`src/rtl/core/sequence_range_reduce_table_macros.svh`:
```
// assertion macros for the sequence range reduce table
// used by the top level only; expects clk and arst_n in scope
`ifndef SEQUENCE_RANGE_REDUCE_TABLE_MACROS_SVH
`define SEQUENCE_RANGE_REDUCE_TABLE_MACROS_SVH

// same-cycle implication
`define SRRT_ASSERT_NOW(label, ante, cons, msg) \
	label: assert property (@(posedge clk) disable iff (!arst_n) (ante) |-> (cons)) \
		else $error(msg);

// next-cycle implication
`define SRRT_ASSERT_NEXT(label, ante, cons, msg) \
	label: assert property (@(posedge clk) disable iff (!arst_n) (ante) |=> (cons)) \
		else $error(msg);

`endif

```
`src/rtl/core/srrt_pkg.sv`:
```
// shared constants for the sequence range reduce table
// no dependencies
`default_nettype none
package srrt_pkg;
	localparam int DATA_W = 32;
	localparam int MOD_W  = 31;

	localparam logic [2:0] OP_INSERT = 3'd0;
	localparam logic [2:0] OP_ERASE  = 3'd1;
	localparam logic [2:0] OP_CHANGE = 3'd2;
	localparam logic [2:0] OP_READ   = 3'd3;
	localparam logic [2:0] OP_REDUCE = 3'd4;

	localparam logic [1:0] ST_OK    = 2'd0;
	localparam logic [1:0] ST_RANGE = 2'd1;
	localparam logic [1:0] ST_FULL  = 2'd2;

	localparam logic CFG_MODE    = 1'b0;
	localparam logic CFG_MODULUS = 1'b1;

	typedef logic [DATA_W-1:0] word_t;
endpackage
`default_nettype wire

```
`src/rtl/core/srrt_cell.sv`:
```
// one storage cell of the rotating element chain
// depends on srrt_pkg
`default_nettype none
module srrt_cell (
	input  wire                  clk,
	input  wire                  shift,
	input  wire srrt_pkg::word_t d,
	output srrt_pkg::word_t      q
);
	import srrt_pkg::*;

	word_t val_q;

	// takes the neighbor's value on every shift step
	always_ff @(posedge clk) begin
		if (shift) begin
			val_q <= d;
		end
	end

	assign q = val_q;
endmodule
`default_nettype wire

```
`config.mk`:
```
export PLATFORM = sky130hd
export DESIGN_NAME = srrt_cell
export DESIGN_NICKNAME = d
export VERILOG_FILES = /design/src/rtl/core/sequence_range_reduce_table_macros.svh /design/src/rtl/core/srrt_pkg.sv /design/src/rtl/core/srrt_cell.sv
export SDC_FILE = /design/constraint.sdc
export NUM_CORES = 1
export LEC_CHECK = 0
export BUFFER_PORTS_ARGS = -buffer_cell sky130_fd_sc_hd__buf_2
export CAP_MARGIN = 20
export CORE_ASPECT_RATIO = 0.9
export CORE_MARGIN = 4
export CORE_UTILIZATION = 39
export DETAILED_ROUTE_END_ITERATION = 16
export GPL_ROUTABILITY_DRIVEN = 0
export PLACE_DENSITY = 0.74
export SETUP_SLACK_MARGIN = 0.02
export SYNTH_ARGS = -nofsm -noshare
export SYNTH_HDL_FRONTEND = slang
export SYNTH_SLANG_ARGS = --single-unit
```
`constraint.sdc`:
```
create_clock -name clk -period 0.8 [get_ports clk]
set_clock_uncertainty 0.1 [all_clocks]
set_input_delay 0.16 -clock clk [delete_from_list [all_inputs] [get_ports clk]]
set_output_delay 0.16 -clock clk [all_outputs]
set_load 0.1 [all_outputs]
```
==> flow_summary.json <==
{
  "synth_cell_types": 1,
  "multi_input_area_um2": 0,
  "cts_resized": 0,
  "rows": 16,
  "path_max_fanout": 1,
  "cp_slowest_stage_delay_ps": 430,
  "setup_violations": 32,
  "clk_pin_slew_ps": 90,
  "drc_errors": 0,
  "hold_viol": 32,
  "track_usage_pct": 15.71,
  "cts_max_level": 2,
  "grt_pass1_wl_um": 3318,
  "multi_input_comb_cells": 0,
  "cts_buffer_depth": 2,
  "largest_reg_flops": 32,
  "max_freq_mhz": 829.0,
  "path_cells": "buf_12",
  "utilization_pct": 83.52,
  "synth_nets": 66,
  "fin_crit_ps": 1206,
  "die_y_um": 55.09,
  "final_nets": 140,
  "status": "finished, violations left",
  "post-cts-setup-buffers": 0,
  "grt_antenna_before_repair": 0,
  "worst_pin_slew_ps": 129.5,
  "path_buf_inv": 1,
  "synthTopCellsByArea": "edfxtp_1 100%",
  "start_kind": "flip-flop",
  "slowest_stage": "edfxtp_1",
  "violations": "hold timing, setup timing",
  "fillerInstances": 118,
  "cts_root_buf": "clkbuf_4",
  "cts_tree": "built",
  "ios": 66,
  "cp_data_required_time_ps": 540,
  "synth_area_um2": 960.9,
  "ant_nets": 0,
  "firstDrtPassIters": 4,
  "n_antenna_cell": 0,
  "fin_crit_sh_pct": 150.8,
  "arrival_ps": 950,
  "ys_seq_elements": 32,
  "hold_path.class": "in -> reg",
  "path_class": "reg -> out",
  "numPortBuffers": 65,
  "layout_setup_ws_ps": -406.3,
  "synth_top_area_cell": "edfxtp_1",
  "leakage_nw": 0.7894,
  "cp_top_family": "flip-flops",
  "grt_pass1_vias": 665,
  "cp-end-kind": "output port",
  "yosysWarnings": 0,
  "slew_headroom_pct": 91.38,
  "post_drt_wl_per_cell_um": 16.52,
  "routed_via_density": 4.560,
  "drive_gt1_share_pct": 67.29,
  "rsz0062_at_grt": "true",
  "areaGrowthSynthToFinish_pct": 96.61,
  "whs_path_depth": 1,
  "drt_iter0_drc": 8,
  "start_util_pct": 42.48,
  "cap_violations": 0,
  "grt_max_degree": 19,
  "peakVddDrop_mv": 1.829,
  "synth_cells": 32,
  "whs_ps": -96.85,
  "vias": 611,
  "ys_seq_area_share_pct": 100.0,
  "drv_slew": 0,
  "finalPower_mw": 4.511,
  "power_per_cell_area_nw_per_um2": 2388,
  "coreArea_um2": 2262,
  "synth_top_area_share_pct": 100.0,
  "die_x_um": 60.32,
  "routed_wl_um": 2214,
  "dieArea_um2": 3323,
  "overflow": 0,
  "path_depth": 1,
  "clkSinkCount": 32,
  "worstHoldStart": "d[7]",
  "avgSynthCellArea_um2": 30.03,
  "numCtsBuffers": 5,
  "hold_path_end": "q[7]"
}
report_power, final:
group          leakage [nW]  internal [mW]  total, mW  switching [mW]
Combinational         0.449          0.548       1.60            1.05
Clock                0.0269          0.337      0.809           0.472
Sequential            0.313           2.00       2.10           0.105
area by class of cell:
| class | count | area (µm²) | area share (%) |
|---|---|---|---|
| flip-flops and latches | 32 | 960.9 | 50.86 |
| repair buffers | 67 | 845.8 | 44.77 |
| clock buffers | 7 | 45.04 | 2.384 |
| well taps | 27 | 33.78 | 1.788 |
| clock inverters | 1 | 3.754 | 0.1987 |
per-stage QoR:
step / std cells / hold WS [ps] / TNS, ps / setup slack, ps / area [µm²]
after floorplan: 32 / 158.9 / -11650 / -364.0 / 960.9
after global placement: 126 / 236.4 / -2828 / -55.05 / 1841
after detailed placement: 126 / 238.1 / -3262 / -62.41 / 1841
after CTS: 134 / -112.3 / -13240 / -429.2 / 1889
after global routing: 134 / -126.0 / -14170 / -455.9 / 1889
final: 134 / -96.85 / -12620 / -406.3 / 1889
Yosys cell counts (all sizes together):
cell type	number
edfxtp	32
kinds of logic (layout without fill, tap and decap cells):
family | count (synthesis) | count (layout) | synth area share (%)
flip-flops | 32 | 32 | 100.0
buffers and inverters | 0 | 75 | 0
per-layer routing:
layer / up-vias / track usage [%] / wire (µm)
li1: 278 / - / -
met1: 290 / 14.55 / 600
met2: 32 / 26.80 / 1309
met3: 11 / 7.657 / 202
met4: 0 / 11.81 / 101
met5: - / 0 / 0
repair_timing:
| item | in CTS | in global routing |
|---|---|---|
| hold endpoints to repair | 32 | 32 |
| pin swaps | 0 | 0 |
| endpoints found under the setup margin | 32 | 32 |
worst max-delay path by stage:
stage	startpoint	end	slack, ps
finish	q[19]	q[19]	-410
global placement	shift	q[17]	-60
floorplan	q[0]	q[0]	-360
global route	q[11]	q[11]	-460
CTS	q[4]	q[4]	-430
detailed placement	q[4]	q[4]	-60
layout by cell type, fill, tap and decap left out:
| cell type | instances |
|---|---|
| clkbuf_4 | 5 |
| clkbuf_1 | 2 |
| clkinv_1 | 1 |
| buf_2 | 33 |
| edfxtp_1 | 32 |
| buf_12 | 34 |
Note: power is estimated with default switching activity, not from simulation.
